File: config.mk
export PLATFORM = sky130hd
export DESIGN_NAME = sio_command_frame_sync
export DESIGN_NICKNAME = d
export VERILOG_FILES = /design/src/hdl/sfs_pkg.sv /design/src/hdl/sfs_window.sv /design/src/hdl/sfs_check.sv /design/src/hdl/sfs_skid.sv /design/src/hdl/sio_command_frame_sync.sv
export SDC_FILE = /design/constraint.sdc
export NUM_CORES = 1
export LEC_CHECK = 0
export BUFFER_PORTS_ARGS = -buffer_cell sky130_fd_sc_hd__buf_2
export CAP_MARGIN = 20
export CORE_ASPECT_RATIO = 0.8
export CORE_MARGIN = 3
export CORE_UTILIZATION = 54
export CTS_CLUSTER_SIZE = 10
export DETAILED_ROUTE_END_ITERATION = 7
export GPL_ROUTABILITY_DRIVEN = 1
export PLACE_DENSITY = 0.8
export SYNTH_ARGS = -nofsm -noshare
export SYNTH_HDL_FRONTEND = slang
export SYNTH_SLANG_ARGS = --single-unit
File: constraint.sdc
create_clock -name clk -period 10.3 [get_ports clk]
set_input_delay 0.515 -clock clk [delete_from_list [all_inputs] [get_ports clk]]
set_output_delay 0.515 -clock clk [all_outputs]
set_load 0.02 [all_outputs]
File: src/hdl/sfs_pkg.sv
// Shared types, constants and helpers for the serial command frame hunter.
// No dependencies; every other file of the block imports this package.
`default_nettype none

package sfs_pkg;

  localparam int BYTE_W   = 8;
  localparam int N_OUT    = 4;
  localparam int WRAP_MOD = 255;
  localparam int N_IDS    = 8;

  typedef logic [BYTE_W-1:0] byte_t;

  // Configuration register indexes.
  typedef enum logic {
    REG_DEV_TABLE     = 1'b0,
    REG_DEVICE_ENABLE = 1'b1
  } cfg_reg_t;

  // Packed so that dev_addr lands in the lowest bits.
  typedef struct packed {
    byte_t aux_second;
    byte_t aux_first;
    byte_t command;
    byte_t dev_addr;
  } frame_t;

  // Window state seen by the frame checker.
  typedef struct packed {
    logic pending;  // a byte was shifted in and awaits its check
    logic full;     // window holds a whole candidate frame
  } win_stat_t;

  // End-around-carry add of one byte onto a running sum.
  function automatic byte_t wrap_add(input byte_t acc, input byte_t b);
    logic [BYTE_W:0] s;
    s = {1'b0, acc} + {1'b0, b};
    if (s > (BYTE_W+1)'(WRAP_MOD)) begin
      s = s - (BYTE_W+1)'(WRAP_MOD);
    end
    return s[BYTE_W-1:0];
  endfunction

endpackage

`default_nettype wire

File: src/hdl/sfs_window.sv
// Byte window shift line, fill count and check-pending flag.
// Depends on sfs_pkg.
`default_nettype none

module sfs_window #(
  parameter int CMD_LEN = 4
) (
  input  wire logic                                  clk,
  input  wire logic                                  rst_n,
  input  wire logic                                  in_valid,
  output logic                                       in_ready,
  input  wire sfs_pkg::byte_t                        rx_byte,
  input  wire logic                                  flush,
  input  wire logic                                  push,
  input  wire logic                                  out_full,
  output logic [CMD_LEN:0][sfs_pkg::BYTE_W-1:0]      win,
  output sfs_pkg::win_stat_t                         stat
);
  import sfs_pkg::*;

  localparam int WIN_LEN = CMD_LEN + 1;
  localparam int FILL_W  = $clog2(WIN_LEN + 1);

  logic [WIN_LEN-1:0][BYTE_W-1:0] win_r, win_nxt;
  logic [FILL_W-1:0]              fill_r, fill_nxt;
  logic                           pend_r, pend_nxt;
  logic                           accept;
  logic [FILL_W-1:0]              fill_base;

  assign in_ready = !(pend_r && out_full);
  assign accept   = in_valid && in_ready;

  always_comb begin
    win_nxt   = win_r;
    fill_base = push ? '0 : fill_r;
    fill_nxt  = fill_base;
    pend_nxt  = (pend_r && out_full);
    if (accept) begin
      pend_nxt = !flush;
      if (flush) begin
        fill_nxt = '0;
      end else begin
        // oldest byte sits at index 0; advance the line by one byte
        for (int i = 0; i < WIN_LEN - 1; i++) begin
          win_nxt[i] = win_r[i+1];
        end
        win_nxt[WIN_LEN-1] = rx_byte;
        if (fill_base != FILL_W'(WIN_LEN)) begin
          fill_nxt = fill_base + FILL_W'(1);
        end
      end
    end
  end

  always_ff @(posedge clk) begin
    if (!rst_n) begin
      fill_r <= '0;
      pend_r <= 1'b0;
    end else begin
      fill_r <= fill_nxt;
      pend_r <= pend_nxt;
    end
  end

  always_ff @(posedge clk) begin
    win_r <= win_nxt;
  end

  assign win  = win_r;
  // pending is the upper bit of the status word
  assign stat = {pend_r, (fill_r == FILL_W'(WIN_LEN))};

endmodule

`default_nettype wire

File: src/hdl/sfs_check.sv
// Frame check on the current window: identifier match and checksum compare.
// Depends on sfs_pkg.
`default_nettype none

module sfs_check #(
  parameter int CMD_LEN     = 4,
  parameter int MAX_DEVICES = 8
) (
  input  wire logic [CMD_LEN:0][sfs_pkg::BYTE_W-1:0]   win,
  input  wire sfs_pkg::win_stat_t                      stat,
  input  wire logic [sfs_pkg::N_IDS*sfs_pkg::BYTE_W-1:0] dev_table,
  input  wire logic [sfs_pkg::N_IDS-1:0]               device_enable,
  output logic                                         frame_ok,
  output sfs_pkg::frame_t                              frame
);
  import sfs_pkg::*;

  logic  id_hit;
  byte_t sum;
  logic [N_OUT-1:0][BYTE_W-1:0] fields;

  always_comb begin
    id_hit = 1'b0;
    for (int k = 0; k < MAX_DEVICES; k++) begin
      if (device_enable[k] && (dev_table[BYTE_W*k +: BYTE_W] == win[0])) begin
        id_hit = 1'b1;
      end
    end
  end

  always_comb begin
    sum = '0;
    for (int i = 0; i < CMD_LEN; i++) begin
      sum = wrap_add(sum, win[i]);
    end
  end

  // bytes past the frame length read as zero
  always_comb begin
    for (int j = 0; j < N_OUT; j++) begin
      fields[j] = (j < CMD_LEN) ? win[j] : '0;
    end
  end

  assign frame_ok = stat.pending && stat.full && id_hit && (sum == win[CMD_LEN]);
  assign frame    = frame_t'(fields);

endmodule

`default_nettype wire

File: src/hdl/sfs_skid.sv
// Output register with a skid entry for the result channel.
// Depends on sfs_pkg.
`default_nettype none

module sfs_skid (
  input  wire logic            clk,
  input  wire logic            rst_n,
  input  wire logic            push,
  input  wire sfs_pkg::frame_t push_data,
  output logic                 full,
  output logic                 out_valid,
  input  wire logic            out_ready,
  output sfs_pkg::frame_t      out_data
);
  import sfs_pkg::*;

  logic   main_v_r, main_v_nxt;
  logic   skid_v_r, skid_v_nxt;
  frame_t main_d_r, main_d_nxt;
  frame_t skid_d_r, skid_d_nxt;
  logic   pop;

  assign pop = main_v_r && out_ready;

  always_comb begin
    main_v_nxt = main_v_r;
    skid_v_nxt = skid_v_r;
    main_d_nxt = main_d_r;
    skid_d_nxt = skid_d_r;
    if (skid_v_r) begin
      if (pop) begin
        main_d_nxt = skid_d_r;
        skid_v_nxt = 1'b0;
      end
    end else if (push) begin
      if (!main_v_r || pop) begin
        main_v_nxt = 1'b1;
        main_d_nxt = push_data;
      end else begin
        // receiver stalled: park the transaction
        skid_v_nxt = 1'b1;
        skid_d_nxt = push_data;
      end
    end else if (pop) begin
      main_v_nxt = 1'b0;
    end
  end

  always_ff @(posedge clk) begin
    if (!rst_n) begin
      main_v_r <= 1'b0;
      skid_v_r <= 1'b0;
    end else begin
      main_v_r <= main_v_nxt;
      skid_v_r <= skid_v_nxt;
    end
  end

  always_ff @(posedge clk) begin
    main_d_r <= main_d_nxt;
    skid_d_r <= skid_d_nxt;
  end

  assign full      = skid_v_r;
  assign out_valid = main_v_r;
  assign out_data  = main_d_r;

endmodule

`default_nettype wire

File: src/hdl/sio_command_frame_sync.sv
// Serial command frame hunter: top level with configuration registers.
// Depends on sfs_pkg, sfs_window, sfs_check and sfs_skid.
//
// Usage:
//   in_*  : one received byte per transaction; in_tdata = rx_byte, in_tuser = flush.
//           A flush transaction empties the window and its byte is dropped.
//   out_* : one transaction per detected frame. out_tdata carries dev_addr,
//           command, aux_first and aux_second, lowest bits first.
//   cfg_* : register writes, always ready. Index 0 = identifier table (64 bits),
//           index 1 = device_enable (low 8 bits of cfg_data).
// Timing: a byte is shifted into the window at its accept edge and checked in
//   the following cycle; a passing check is registered into the output
//   register or, while the receiver stalls, into the skid entry. One
//   byte per cycle is sustained while in_tready stays high; the window shift
//   line and a combinational check set that rate.
// Stalls: the result path has an output register plus one skid entry. in_tready
//   drops only while a checked byte waits and the skid entry is occupied.
// Reset: rst_n (synchronous) empties the window, clears pending results and
//   zeroes both configuration registers.
`default_nettype none

module sio_command_frame_sync #(
  parameter int CMD_LEN     = 4,
  parameter int MAX_DEVICES = 8
) (
  input  wire logic        clk,
  input  wire logic        rst_n,
  input  wire logic        in_tvalid,
  output logic             in_tready,
  input  wire logic [7:0]  in_tdata,   // [7:0] rx_byte
  input  wire logic [0:0]  in_tuser,   // [0] flush
  output logic             out_tvalid,
  input  wire logic        out_tready,
  output logic [31:0]      out_tdata,  // [7:0] dev_addr, [15:8] command,
                                       // [23:16] aux_first, [31:24] aux_second
  input  wire logic        cfg_valid,
  output logic             cfg_ready,
  input  wire logic        cfg_index,
  input  wire logic [63:0] cfg_data
);
  import sfs_pkg::*;

  logic [N_IDS*BYTE_W-1:0]        dev_table_r;
  logic [N_IDS-1:0]               device_enable_r;
  logic [CMD_LEN:0][BYTE_W-1:0]   win;
  win_stat_t                      win_stat;
  logic                           frame_ok;
  frame_t                         frame;
  frame_t                         out_frame;
  logic                           out_full;
  logic                           push;

  assign cfg_ready = 1'b1;

  always_ff @(posedge clk) begin
    if (!rst_n) begin
      dev_table_r     <= '0;
      device_enable_r <= '0;
    end else if (cfg_valid && cfg_ready) begin
      case (cfg_reg_t'(cfg_index))
        REG_DEV_TABLE:     dev_table_r     <= cfg_data;
        REG_DEVICE_ENABLE: device_enable_r <= cfg_data[N_IDS-1:0];
        default: ;
      endcase
    end
  end

  sfs_window #(
    .CMD_LEN (CMD_LEN)
  ) u_window (
    .clk      (clk),
    .rst_n    (rst_n),
    .in_valid (in_tvalid),
    .in_ready (in_tready),
    .rx_byte  (in_tdata),
    .flush    (in_tuser[0]),
    .push     (push),
    .out_full (out_full),
    .win      (win),
    .stat     (win_stat)
  );

  sfs_check #(
    .CMD_LEN     (CMD_LEN),
    .MAX_DEVICES (MAX_DEVICES)
  ) u_check (
    .win           (win),
    .stat          (win_stat),
    .dev_table     (dev_table_r),
    .device_enable (device_enable_r),
    .frame_ok      (frame_ok),
    .frame         (frame)
  );

  // hold the check while the skid entry is occupied
  assign push = frame_ok && !out_full;

  sfs_skid u_skid (
    .clk       (clk),
    .rst_n     (rst_n),
    .push      (push),
    .push_data (frame),
    .full      (out_full),
    .out_valid (out_tvalid),
    .out_ready (out_tready),
    .out_data  (out_frame)
  );

  assign out_tdata = out_frame;

  a_push_needs_full: assert property (@(posedge clk) disable iff (!rst_n)
    push |-> (win_stat.full && win_stat.pending))
    else $error("frame emitted from a window that is not full");

  a_push_clears_window: assert property (@(posedge clk) disable iff (!rst_n)
    push |=> !win_stat.full)
    else $error("window not emptied after a frame");

  a_stall_only_when_backed_up: assert property (@(posedge clk) disable iff (!rst_n)
    !in_tready |-> (out_tvalid && out_full && win_stat.pending))
    else $error("input stalled without a backed-up result path");

endmodule

`default_nettype wire

# After elaboration in Yosys (flattened, before gate mapping)
# Index checks and enable logic that the tools add are counted.
totals:
  register_bits: 182
  input_bits: 79
  wordCells: 105
classes:
  add_sub_neg: 8
  n_lt_le_gt_ge: 4
  n_eq_ne: 13
  n_mux: 28
  bitwise: 4
  reduce_logical: 29
op_table:
  columns: ["cell", "n"]
  rows:
  - ["32-bit two-way mux", 4]
  - ["8-bit equality test", 9]
  - ["8-bit two-way mux", 4]
  - ["8-bit subtractor, second input constant", 4]
  - ["8-bit by 8-bit adder with 9-bit output", 3]
  - ["9-bit by 8-bit greater-than comparator with 1-bit output, second input constant", 3]
  - ["1-bit two-way mux", 16]
  - ["1-bit logical AND", 15]
  - ["3-bit two-way mux", 4]
  - ["3-bit AND reduction", 3]
  - ["8-bit greater-than comparator, second input constant", 1]
  - ["2-bit AND reduction", 3]
  - ["2-bit nonzero test", 3]
  - ["1-bit logical NOT", 4]
  - ["1-bit NOT", 4]
  - ["3-bit by 1-bit adder with 3-bit output, second input constant", 1]
  - ["3-bit equality test, second input constant", 1]
  - ["3-bit != test, second input constant", 1]
  - ["2-bit by 1-bit != test with 1-bit output, second input constant", 1]
  - ["2-bit != test, second input constant", 1]
  - ["1-bit logical OR", 1]

# Depth between registers and ports, before layout
# Gate-level depths: netlist of run 1.
logic_depth:
  depth_word: 19
  depth_mapped: 40

# By module
# Synthesis of run 1 repeated with hierarchy kept, for this count alone.
hier_totals:
  hier_cells: 845
  area_unflattened_um2: 9693.0
by_module_without_submodules:
  columns: ["module", "n_inst", "cells_each", "area_each_um2", "seq_area_each_um2"]
  rows:
  - ["sio_command_frame_sync", 1, 308, 2966.6, 1441.4]
  - ["sfs_check", 1, 356, 2736.4, 0.0]
  - ["sfs_skid", 1, 113, 2561.2, 1961.9]
  - ["sfs_window", 1, 68, 1428.9, 1281.2]

# Least setup slack after synthesis of run 1
# OpenSTA, ideal clock, no wires.
synth_timing:
  kind: "reg2reg"
  start: "register u_window.win_r, in the netlist u_window.win[1]"
  end: "register u_skid.main_d_r, in the netlist u_skid.out_data[0], enable pin"
  setup_ns: 0.432
  arrival_time_ns: 8.456
  path_slack_ns: 1.412
  path_stages_with_launch: 34
  n_path_buf: 2
  period_less_slack_ns: 8.888
  path_cell_list: "edfxtp_1 buf_2 inv_1 fa_1 nor2b_1 o21ai_0 a21boi_0 o21ai_0 a21boi_0 nor4_1 and3_1 or2_2 o21ai_0 ha_1 a21o_1 a21oi_1 o21bai_1 a2111oi_0 nor3_1 xor2_1 nand3_1 nand2_1 mux2_2 ha_1 a211oi_1 o211ai_1 a221o_1 nand4b_4 or4_1 o31ai_1 or2_1 buf_6 nand2_4 a21oi_1"
synth_between:
  elab_chain_len: 16
  word_cells_on_any_way: 45
  classes_between: "7 x add/sub; 4 x order compare; 9 x eq/ne; 12 x mux; 13 x reduce/logical"
synth_rtl:
  columns: ["element", "line", "source"]
  rows:
  - ["from (decl)", "sfs_window.sv:24", "logic [WIN_LEN-1:0][BYTE_W-1:0] win_r, win_nxt;"]
  - ["from (signal assigned)", "sfs_window.sv:66", "win_r <= win_nxt;"]
  - ["8-bit subtractor / 8-bit greater-than comparator (equally long branches)", "sfs_pkg.sv:39, sfs_pkg.sv:38", null]
  - ["8-bit two-way mux", "sfs_pkg.sv:38", "if (s > (BYTE_W+1)'(WRAP_MOD)) begin"]
  - ["8-bit by 8-bit adder with 9-bit output", "sfs_pkg.sv:37", "s = {1'b0, acc} + {1'b0, b};"]
  - ["8-bit subtractor / 9-bit by 8-bit greater-than comparator with 1-bit output (equally long branches)", "sfs_pkg.sv:39, sfs_pkg.sv:38", null]
  - ["8-bit two-way mux", "sfs_pkg.sv:38", null]
  - ["8-bit by 8-bit adder with 9-bit output", "sfs_pkg.sv:37", null]
  - ["8-bit subtractor / 9-bit by 8-bit greater-than comparator with 1-bit output (equally long branches)", "sfs_pkg.sv:39, sfs_pkg.sv:38", null]
  - ["8-bit two-way mux", "sfs_pkg.sv:38", null]
  - ["8-bit by 8-bit adder with 9-bit output", "sfs_pkg.sv:37", null]
  - ["8-bit subtractor / 9-bit by 8-bit greater-than comparator with 1-bit output (equally long branches)", "sfs_pkg.sv:39, sfs_pkg.sv:38", null]
  - ["8-bit two-way mux", "sfs_pkg.sv:38", null]
  - ["8-bit equality test", "sfs_check.sv:45", "assign frame_ok = stat.pending && stat.full && id_hit && (sum == win[CMD_LEN]);"]
  - ["1-bit logical AND (*)", "sfs_check.sv:45", null]
  - ["1-bit logical AND (*)", "sio_command_frame_sync.sv:96", "assign push = frame_ok && !out_full;"]
  - ["2-bit nonzero test (no line) (*)", null, null]
  - ["3-bit AND reduction (no line) (*)", null, null]
  - ["to (signal assigned)", "sfs_skid.sv:60", "main_d_r <= main_d_nxt;"]
  - ["to (decl)", "sfs_skid.sv:19", "frame_t main_d_r, main_d_nxt;"]
# Every way passes the cells marked *; elsewhere a longest branch is shown, timed or not.
# A chain may end at the register's enable or synchronous reset.

# Final worst setup path of run 1
layout_timing:
  start: "register u_window.win_r, in the netlist u_window.win[0]"
  end: "register u_skid.skid_d_r[11] in the netlist's numbering, enable pin"
layout_between:
  elab_chain_len: 15
  word_cells_on_any_way: 44
  classes_between: "7 x add/sub; 4 x order compare; 9 x eq/ne; 12 x mux; 12 x reduce/logical"
layout_rtl:
  columns: ["element", "line", "source"]
  rows:
  - ["8-bit subtractor / 8-bit greater-than comparator (equally long branches)", "sfs_pkg.sv:39, sfs_pkg.sv:38", null]
  - ["8-bit two-way mux", "sfs_pkg.sv:38", null]
  - ["8-bit by 8-bit adder with 9-bit output", "sfs_pkg.sv:37", null]
  - ["8-bit subtractor / 9-bit by 8-bit greater-than comparator with 1-bit output (equally long branches)", "sfs_pkg.sv:39, sfs_pkg.sv:38", null]
  - ["8-bit two-way mux", "sfs_pkg.sv:38", null]
  - ["8-bit by 8-bit adder with 9-bit output", "sfs_pkg.sv:37", null]
  - ["8-bit subtractor / 9-bit by 8-bit greater-than comparator with 1-bit output (equally long branches)", "sfs_pkg.sv:39, sfs_pkg.sv:38", null]
  - ["8-bit two-way mux", "sfs_pkg.sv:38", null]
  - ["8-bit by 8-bit adder with 9-bit output", "sfs_pkg.sv:37", null]
  - ["8-bit subtractor / 9-bit by 8-bit greater-than comparator with 1-bit output (equally long branches)", "sfs_pkg.sv:39, sfs_pkg.sv:38", null]
  - ["8-bit two-way mux", "sfs_pkg.sv:38", null]
  - ["8-bit equality test", "sfs_check.sv:45", null]
  - ["1-bit logical AND (*)", "sfs_check.sv:45", null]
  - ["1-bit logical AND (*)", "sio_command_frame_sync.sv:96", null]
  - ["3-bit AND reduction (no line) (*)", null, null]
  - ["to (signal assigned)", "sfs_skid.sv:61", "skid_d_r <= skid_d_nxt;"]
  - ["to (decl)", "sfs_skid.sv:20", "frame_t skid_d_r, skid_d_nxt;"]
# Marked as above.

==> impl_metrics.env, run 1 <==
export IMPL_postSynthAreaPerCell_um2=10.74
export IMPL_fin_crit_sh_pct=90.20
export IMPL_port_buffers=112
export IMPL_nets=1062
export IMPL_netlist_instances=850
export IMPL_min_period_ps=9291
export IMPL_worstPathArrival_ps=9430
export IMPL_core_area_um2=16160
export IMPL_rsz0062_at_grt="false"
export IMPL_max_stage_delay_ps=740
export IMPL_maxCapViolCount=0
export IMPL_synth_nets=965
export IMPL_min_path_type="in -> reg"
export IMPL_ant_nets=0
export IMPL_p_switching_w=0.0006086
export IMPL_synth_ff_type="edfxtp_1"
export IMPL_startpoint_type="flip-flop"
export IMPL_cts_clk_slew_worst_paths_ps=70
export IMPL_hold_violations=0
export IMPL_async_flop_share_pct=0
export IMPL_synth_seq_cells=182
export IMPL_internal_power_w=0.001384
export IMPL_place_area_um2=9864
export IMPL_r2r_start="u_window.win[0]$_DFFE_PP_"
export IMPL_slew_headroom_pct=28.94
export IMPL_leakagePower_nw=3.946
export IMPL_numCtsBuffers=17
export IMPL_fin_skew_ps=12.29
export IMPL_tns_ps=0
export IMPL_startpoint="u_window.win[0]$_DFFE_PP_"
export IMPL_p_comb_share_pct=26.8
export IMPL_ff_latch_area_um2=4684
export IMPL_crit_type="reg -> reg"
export IMPL_dp_hpwl_um=14090
export IMPL_drc=0
export IMPL_cts_tree="built"
export IMPL_cp_required_ps=10440
export IMPL_synth_seq_area_share_pct=51.34
export IMPL_sw_frac_of_total_pct=30.55
export IMPL_grt_ovfl_total=0
export IMPL_post_cts_setup_buffer_count=0
export IMPL_routedWlPerCell_um=16.93
export IMPL_slowest_stage="nor2b_2"
export IMPL_fillers=1273
export IMPL_io_pins=114
export IMPL_multiInputGateArea_um2=4229
export IMPL_grt_pass1_wl_um=31680
export IMPL_drive_gt1_share_pct=20.63
export IMPL_grt_pass1_vias=6204
export IMPL_place_gp_congestion=0.8649
export IMPL_hold_buffers=0
export IMPL_drtIter0Drc=439
export IMPL_finalMaxSlewViolations=0
export IMPL_clkSinkCount=182
export IMPL_fp_dieH_um=122.3
export IMPL_ys_types=68
export IMPL_area_growth_pct=14.66
export IMPL_cts_root_buffer="clkbuf_16"
export IMPL_rows=41
export IMPL_totalWireLength_um=19890
export IMPL_drt_pass1_iterations=5
export IMPL_design_area_um2=10460
export IMPL_hold_ws_ps=251.3
export IMPL_setup_viol=0
export IMPL_cts_max_path_buffers=2
export IMPL_fp_dieW_um=151.3
export IMPL_min_from="in_tdata[2]"
export IMPL_die_area_um2=18500
export IMPL_seq_power_share_pct=40.6
export IMPL_synth_edf_count=104
export IMPL_clkPwrFrac_pct=32.6
export IMPL_vias=6460
export IMPL_ir_drop_v=0.0001289
export IMPL_setup_slack_ps=1009
export IMPL_h_tree_depth=4
export IMPL_grt_max_degree=80
export IMPL_mostFrequentLayoutCell="nand2_1"
export IMPL_yosysWarnings=0
export IMPL_synthTopCellsByArea="edfxtp_1 (34%), dfxtp_1 (17%), nand2_1 (7.0%), xnor2_1 (6.4%), a21boi_0 (6.2%)"
export IMPL_n_antenna_cell=0
export IMPL_fmax_mhz=107.6
export IMPL_place_ws_ps=1041
export IMPL_viasPerCell=5.498
export IMPL_grt_util_all_layers_pct=22.16
export IMPL_critical_path_max_fanout=18
export IMPL_cp_end_kind="flip-flop"
export IMPL_status="complete, no violations"
export IMPL_antenna_found_initial=0
export IMPL_layout_cells_most_common_list="nand2_1 (170), buf_2 (112), edfxtp_1 (104)"
export IMPL_max_slew_worst_pin_slew_ps=1064
export IMPL_cts_resized=0
export IMPL_start_util_pct=56.47
export IMPL_p_per_area_nw_per_um2=190.4
export IMPL_netlist_area_um2=9125
export IMPL_insertion_delay_ps=440
export IMPL_synth_top_area_share_pct=34.22
export IMPL_yosysTopAreaCell="edfxtp_1"
## synthesized netlist by cell type, types with 3 or more instances
cell and number:
a211o_1 3, nor2b_1 8, nor3_1 18, fa_1 3, edfxtp_1 104, mux2_2 32
dfxtp_1 78, nor2_1 20, xnor2_1 67, a21o_1 4, nor3b_1 4, buf_2 8
inv_1 17, nand3_1 25, nand4_1 11, or2_2 3, clkbuf_1 25, and3_1 4
ha_1 33, nand2_1 170, xor2_1 31, a211oi_1 5, o21bai_1 4, buf_1 4
a31oi_1 3, o31ai_1 3, a21oi_1 22, a21boi_0 75, o21ai_0 14, nor4_1 5
## worst max-delay path, delay by kind of cell (launching register included)
kind | cells | cell delay (ps)
compound gates | 12 | 2540
xor+xnor | 2 | 670
fa+ha+maj | 4 | 1270
buf+inv | 2 | 310
flops | 1 | 700
mux | 1 | 370
simple gates | 12 | 3120
## kinds of logic after synthesis
kind of cell / count (synthesis) / synth area share [%]
and+or+nand+nor: 288 / 14.85
buffers and inverters: 57 / 2.660
AOI/OAI and AO/OA: 152 / 11.79
xor gates and xnor gates: 100 / 9.914
adders and majority gates: 36 / 5.183
other: 1 / 0.04110
DFF: 182 / 51.34
muxes: 34 / 4.223
## worst paths after layout
check / cells after the start / slack [ps] / endpoint
max: 33 / 1010 / u_skid.skid_d_r[11]$_DFFE_PP_
min: 1 / 250 / u_window.win[34]$_DFFE_PP_
min reg2reg: 2 / 480 / dev_table_r[36]$_SDFFE_PN0P_
max reg2reg: 33 / 1010 / u_skid.skid_d_r[11]$_DFFE_PP_
## through the flow
stage / utilization (%) / cells / total power [W]
6_report: 64.75 / 1175 / 0.001992
2_1_floorplan: - / 850 / 0.001242
5_1_grt: 64.75 / 1175 / 0.002091
3_5_place_dp: 61.05 / 1143 / 0.001351
4_1_cts: 64.75 / 1175 / 0.001999
3_3_place_gp: 61.05 / 1143 / 0.001351
## power groups by stage
| stage | logic [W] | registers, W | clock network, W |
|---|---|---|---|
| floorplan | 0.000428 | 0.000814 | 0 |
| global placement | 0.000528 | 0.000824 | 0 |
| detailed placement | 0.000526 | 0.000825 | 0 |
| CTS | 0.000531 | 0.000809 | 0.000660 |
| global route | 0.000591 | 0.000811 | 0.000689 |
| finish | 0.000534 | 0.000809 | 0.000649 |
## registers in the layout, indices dropped and copies added, names as in the netlist
| signal | cells |
|---|---|
| u_skid.skid_d_r | 32 |
| u_window.pend_r | 1 |
| u_window.fill_r | 3 |
| u_window.win | 40 |
| u_skid.out_data | 32 |
| dev_table_r | 64 |
| device_enable_r | 8 |
| u_skid.out_valid | 1 |
| u_skid.full | 1 |
## area by class of cell
cell class	instances	share of cell area [%]
clock buffer	23	4.987
clock inverter	9	0.7295
inverter	17	0.6099
multi-input combinational	611	40.42
sequential	182	44.77
tap	215	2.571
timing repair buffer	118	5.908
## per-layer routing
layer / part of all wire (%) / up-vias / GRT usage (%)
met1: 49 / 3072 / 32.36
met5: 0 / - / 0
met2: 44 / 187 / 33.03
li1: - / 3185 / -
met3: 6.0 / 16 / 5.389
met4: 0.98 / 0 / 6.399
(Power assumes the default switching activity.)
==> run 2: changes to the inputs <==
- CTS_BUF_LIST: not set -> sky130_fd_sc_hd__clkbuf_16
==> run 2 against run 1 <==
Net effect: setup slack improved by 19 ps; cell count did not move; via count fell by 0.25%; first-iteration DRC count rose by 8.9%; highest routed layer unchanged; die area did not move; wire length fell by 0.25%; count of clock-buffer cells in the layout fell by 3; non-clock buffer count did not move; fmax rose by 0.20%; register-to-register slack improved by 20 ps.
==> impl_metrics.env, run 2 (same netlist as run 1, synthesis figures left out) <==
export IMPL_max_stage_delay_ps=740
export IMPL_hold_buffers=0
export IMPL_cts_resized=0
export IMPL_max_slew_worst_pin_slew_ps=1057
export IMPL_min_period_ps=9272
export IMPL_ant_nets=0
export IMPL_grt_max_degree=80
export IMPL_layout_cells_most_common_list="nand2_1 (170), buf_2 (112), edfxtp_1 (104)"
export IMPL_cts_clk_slew_worst_paths_ps=70
export IMPL_tns_ps=0
export IMPL_drt_pass1_iterations=5
export IMPL_cp_end_kind="flip-flop"
export IMPL_port_buffers=112
export IMPL_dp_hpwl_um=14090
export IMPL_critical_path_max_fanout=18
export IMPL_fp_dieH_um=122.3
export IMPL_fin_crit_sh_pct=90.02
export IMPL_slowest_stage="nor2b_2"
export IMPL_post_cts_setup_buffer_count=0
export IMPL_drive_gt1_share_pct=20.52
export IMPL_ir_drop_v=0.0001297
export IMPL_regMostFlops="dev_table_r"
export IMPL_leakagePower_nw=3.949
export IMPL_total_power_w=0.001983
export IMPL_finalMaxSlewViolations=0
export IMPL_fin_skew_ps=11.97
export IMPL_totalWireLength_um=19840
export IMPL_antenna_found_initial=0
export IMPL_startpoint_type="flip-flop"
export IMPL_drtIter0Drc=478
export IMPL_cts_max_path_buffers=2
export IMPL_critPathBufInv=2
export IMPL_grt_util_all_layers_pct=22.24
export IMPL_status="complete, no violations"
export IMPL_core_area_um2=16160
export IMPL_h_tree_depth=4
export IMPL_insertion_delay_ps=440
export IMPL_fp_dieW_um=151.3
export IMPL_crit_family="simple AND/OR/NAND/NOR gates"
export IMPL_n_antenna_cell=0
export IMPL_die_area_um2=18500
export IMPL_setup_viol=0
export IMPL_grt_ovfl_total=0
export IMPL_rsz0062_at_grt="false"
export IMPL_cts_root_buffer="clkbuf_16"
export IMPL_min_from="in_tdata[2]"
export IMPL_maxCapViolCount=0
export IMPL_nets=1062
export IMPL_viasPerCell=5.484
export IMPL_rows=41
export IMPL_start_util_pct=56.47
export IMPL_drc=0
export IMPL_slew_headroom_pct=29.37
export IMPL_grt_pass1_wl_um=31800
export IMPL_area_growth_pct=14.55
export IMPL_mostFrequentLayoutCell="nand2_1"
export IMPL_grt_pass1_vias=6217
export IMPL_hold_violations=0
export IMPL_worstPathArrival_ps=9420
export IMPL_fmax_mhz=107.9
export IMPL_crit_type="reg -> reg"
export IMPL_fillers=1275
export IMPL_r2r_start="u_window.win[0]$_DFFE_PP_"
export IMPL_clkSinkCount=182
export IMPL_place_gp_congestion=0.8649
export IMPL_io_pins=114
export IMPL_startpoint="u_window.win[0]$_DFFE_PP_"
export IMPL_cts_tree="built"
export IMPL_p_per_area_nw_per_um2=189.7
export IMPL_vias=6444
export IMPL_numCtsBuffers=17
export IMPL_min_path_type="in -> reg"
export IMPL_cp_required_ps=10440
export IMPL_routedWlPerCell_um=16.88
export IMPL_largest_reg_flops=64
run 2: cell count changes in the layout (fill, tap and decap cells not counted), sizes merged:
cell,change
clkbuf,-3
clkinv,+1
inv,+2
run 2: path summary, 6_finish.rpt:
kind | end | slack, ps | depth (start not counted)
worst max-delay path | u_skid.skid_d_r[11]$_DFFE_PP_ | 1030 | 33
worst min-delay path | u_window.win[34]$_DFFE_PP_ | 250 | 1
worst max register to register | u_skid.skid_d_r[11]$_DFFE_PP_ | 1030 | 33
worst min register to register | device_enable_r[1]$_SDFFE_PN0P_ | 470 | 2
run 2: worst reg2reg max path, delay by kind of cell, from the launching register on:
kind                     cells  cell delay, ps
AND/OR/NAND/NOR             12            3100
AO/OA/AOI/OAI               12            2550
adder cells (fa/ha/maj)      4            1270
flip-flops                   1             700
XOR/XNOR                     2             660
multiplexers                 1             370
buffers and inverters        2             310
run 2: cell type report:
type / instances / area (um^2) / share of cell area (%)
inverter: 17 / 63.81 / 0.6105
clock inverter: 12 / 87.58 / 0.8379
multi-input combinational: 611 / 4229 / 40.46
clock buffer: 20 / 500.5 / 4.788
tap: 215 / 269.0 / 2.574
sequential: 182 / 4684 / 44.82
timing repair buffer: 118 / 618.1 / 5.913
run 2: per-layer routing:
layer	vias up	part of all wire (%)	track usage [%]
li1	3189	-	-
met4	0	1.2	6.512
met2	184	44	33.14
met1	3048	48	32.47
met3	23	6.0	5.389
met5	-	0	0
run 2: through the flow:
step | hold WS, ps | setup slack (ps) | util, % | instances | area [um^2]
floorplan | 438.3 | 1412 | - | 850 | 9125
global placement | 453.5 | 1451 | 61.05 | 1143 | 9864
detailed placement | 464.1 | 1041 | 61.05 | 1143 | 9864
CTS | 234.4 | 1021 | 64.68 | 1175 | 10450
global route | 236.4 | 112.6 | 64.68 | 1175 | 10450
finish | 251.4 | 1028 | 64.68 | 1175 | 10450
run 2: power by group:
part | leakage [nW] | internal, W | switching, W
registers | 1.59 | 0.000787 | 0.0000222
clock network | 0.301 | 0.000355 | 0.000284
logic | 2.06 | 0.000232 | 0.000302
==> run 3: changes to the inputs <==
- ABC_CLOCK_PERIOD_IN_PS: not set -> 10300
- CORE_UTILIZATION: 54 -> 58
- PLACE_DENSITY: 0.8 -> 0.85
==> run 3 against run 2 <==
Net effect: count of clock-buffer cells in the layout decreased by 3; fmax is 0.99% higher; register-to-register slack improved by 90 ps; sequential cell count unchanged; combinational power down 0.9%; largest cell class unchanged; setup slack gained 90 ps; via count rose by 2.3%; clock power down 10%; die area fell by 6.6%; first-iteration DRC count increased by 8.8%; critical endpoint is now u_window.fill_r[0]$_SDFF_PN0_.
==> impl_metrics.env, run 3 (same netlist as run 1, synthesis figures left out) <==
export IMPL_status="complete, no violations"
export IMPL_tns_ps=0
export IMPL_place_area_um2=9846
export IMPL_cts_max_path_buffers=2
export IMPL_ant_nets=0
export IMPL_r2r_slack_ps=1120
export IMPL_min_period_ps=9181
export IMPL_drt_pass1_iterations=5
export IMPL_startpoint="u_window.win[0]$_DFFE_PP_"
export IMPL_p_per_area_nw_per_um2=184.4
export IMPL_insertion_delay_ps=430
export IMPL_nets=1063
export IMPL_post_cts_setup_buffer_count=0
export IMPL_die_area_um2=17280
export IMPL_max_slew_worst_pin_slew_ps=805.9
export IMPL_r2r_start="u_window.win[0]$_DFFE_PP_"
export IMPL_vias=6592
export IMPL_crit_type="reg -> reg"
export IMPL_grt_ovfl_total=0
export IMPL_worstPathArrival_ps=9540
export IMPL_cp_end_kind="flip-flop"
export IMPL_dp_hpwl_um=14040
export IMPL_grt_util_all_layers_pct=23.43
export IMPL_port_buffers=112
export IMPL_totalWireLength_um=20090
export IMPL_critPathCapture="u_window.fill_r[0]$_SDFF_PN0_"
export IMPL_design_area_um2=10380
export IMPL_numCtsBuffers=17
export IMPL_critPathBufInv=1
export IMPL_slowest_stage="edfxtp_1"
export IMPL_grt_pass1_wl_um=32240
export IMPL_rr_worst_depth=37
export IMPL_reg2reg_to="u_window.fill_r[0]$_SDFF_PN0_"
export IMPL_fp_dieH_um=118.2
export IMPL_fmax_mhz=108.9
export IMPL_leakagePower_nw=3.922
export IMPL_slew_headroom_pct=46.28
export IMPL_cts_tree="built"
export IMPL_startpoint_type="flip-flop"
export IMPL_place_ws_ps=1156
export IMPL_start_util_pct=59.98
export IMPL_min_path_type="in -> reg"
export IMPL_cp_required_ps=10660
export IMPL_maxCapViolCount=0
export IMPL_fp_dieW_um=146.2
export IMPL_h_tree_depth=4
export IMPL_max_stage_delay_ps=710
export IMPL_routedWlPerCell_um=17.16
export IMPL_ir_drop_v=0.0001221
export IMPL_setup_slack_ps=1119
export IMPL_viasPerCell=5.629
export IMPL_rsz0062_at_grt="false"
export IMPL_layout_cells_most_common_list="nand2_1 (170), buf_2 (112), edfxtp_1 (104)"
export IMPL_drive_gt1_share_pct=20.50
export IMPL_regMostFlops="dev_table_r"
export IMPL_hold_violations=0
export IMPL_clkSinkCount=182
export IMPL_drtIter0Drc=520
export IMPL_antenna_found_initial=0
export IMPL_place_gp_congestion=0.9059
export IMPL_area_growth_pct=13.77
export IMPL_cts_root_buffer="clkbuf_16"
export IMPL_grt_pass1_vias=6371
export IMPL_mostFrequentLayoutCell="nand2_1"
export IMPL_fin_skew_ps=13.16
export IMPL_setup_viol=0
export IMPL_grt_max_degree=80
export IMPL_core_area_um2=15210
export IMPL_io_pins=114
export IMPL_drc=0
export IMPL_critical_path_max_fanout=11
export IMPL_cts_clk_slew_worst_paths_ps=70
export IMPL_largest_reg_flops=64
export IMPL_worst_path_stages=37
export IMPL_hold_buffers=0
export IMPL_finalMaxSlewViolations=0
export IMPL_n_antenna_cell=0
export IMPL_cts_resized=0
export IMPL_fin_crit_sh_pct=89.14
export IMPL_total_power_w=0.001914
export IMPL_crit_family="compound AO/OA/AOI/OAI gates"
export IMPL_rows=40
[run 3: cell count changes in the layout (fill, tap and decap cells not counted), moves of 2 or more]
cell | before | now
clkinv_2 | 2 | 5
inv_8 | 2 | 0
clkbuf_16 | 20 | 17
clkinv_4 | 1 | 3
inv_6 | 4 | 2
[run 3: layout make-up]
class | instances | area [um^2]
sequential | 182 | 4684
multi-input combinational | 611 | 4229
fill | 1149 | 4833
tap | 210 | 262.8
clock inverter | 15 | 90.09
timing repair buffer | 119 | 625.6
clock buffer | 17 | 425.4
inverter | 17 | 63.81
[run 3: where the power goes]
group	switching, W	total [W]	internal [W]
combinational	0.000298	0.000529	0.000231
clock	0.000271	0.000576	0.000305
sequential	0.0000222	0.000809	0.000787
total	0.000591	0.00191	0.00132
[run 3: how the worst min path moves through the flow]
stage                               startpoint  slack [ps]                         endpoint  cells after the start
3_5_place_dp   device_enable_r[7]$_SDFFE_PN0P_         460  device_enable_r[7]$_SDFFE_PN0P_                      2
2_1_floorplan       u_window.win[34]$_DFFE_PP_         440       u_window.win[26]$_DFFE_PP_                      0
3_3_place_gp   device_enable_r[1]$_SDFFE_PN0P_         450  device_enable_r[1]$_SDFFE_PN0P_                      2
5_1_grt                            in_tdata[3]         240       u_window.win[35]$_DFFE_PP_                      1
4_1_cts                            in_tdata[3]         240       u_window.win[35]$_DFFE_PP_                      1
6_report                           in_tdata[2]         260       u_window.win[34]$_DFFE_PP_                      1
[run 3: through the flow]
stage | util [%] | hold WS [ps] | std cells
3_3_place_gp | 64.71 | 454.3 | 1138
6_report | 68.23 | 259.4 | 1171
3_5_place_dp | 64.71 | 463.9 | 1138
2_1_floorplan | - | 438.3 | 850
4_1_cts | 68.10 | 243.4 | 1170
5_1_grt | 68.23 | 235.1 | 1171
[run 3: layer usage]
| metal | wire length [um] | GRT usage (%) |
|---|---|---|
| met3 | 1276 | 6.094 |
| met2 | 9250 | 37.18 |
| met4 | 387 | 6.757 |
| met1 | 9174 | 32.04 |
| met5 | 0 | 0 |
[run 3: worst reg2reg max path, delay by kind of cell (launching register included)]
family | cells | cell delay [ps]
mux | 1 | 370
xor+xnor | 1 | 270
compound gates | 16 | 3700
fa+ha+maj | 6 | 2040
simple gates | 12 | 1980
buf+inv | 1 | 60
flops | 1 | 710
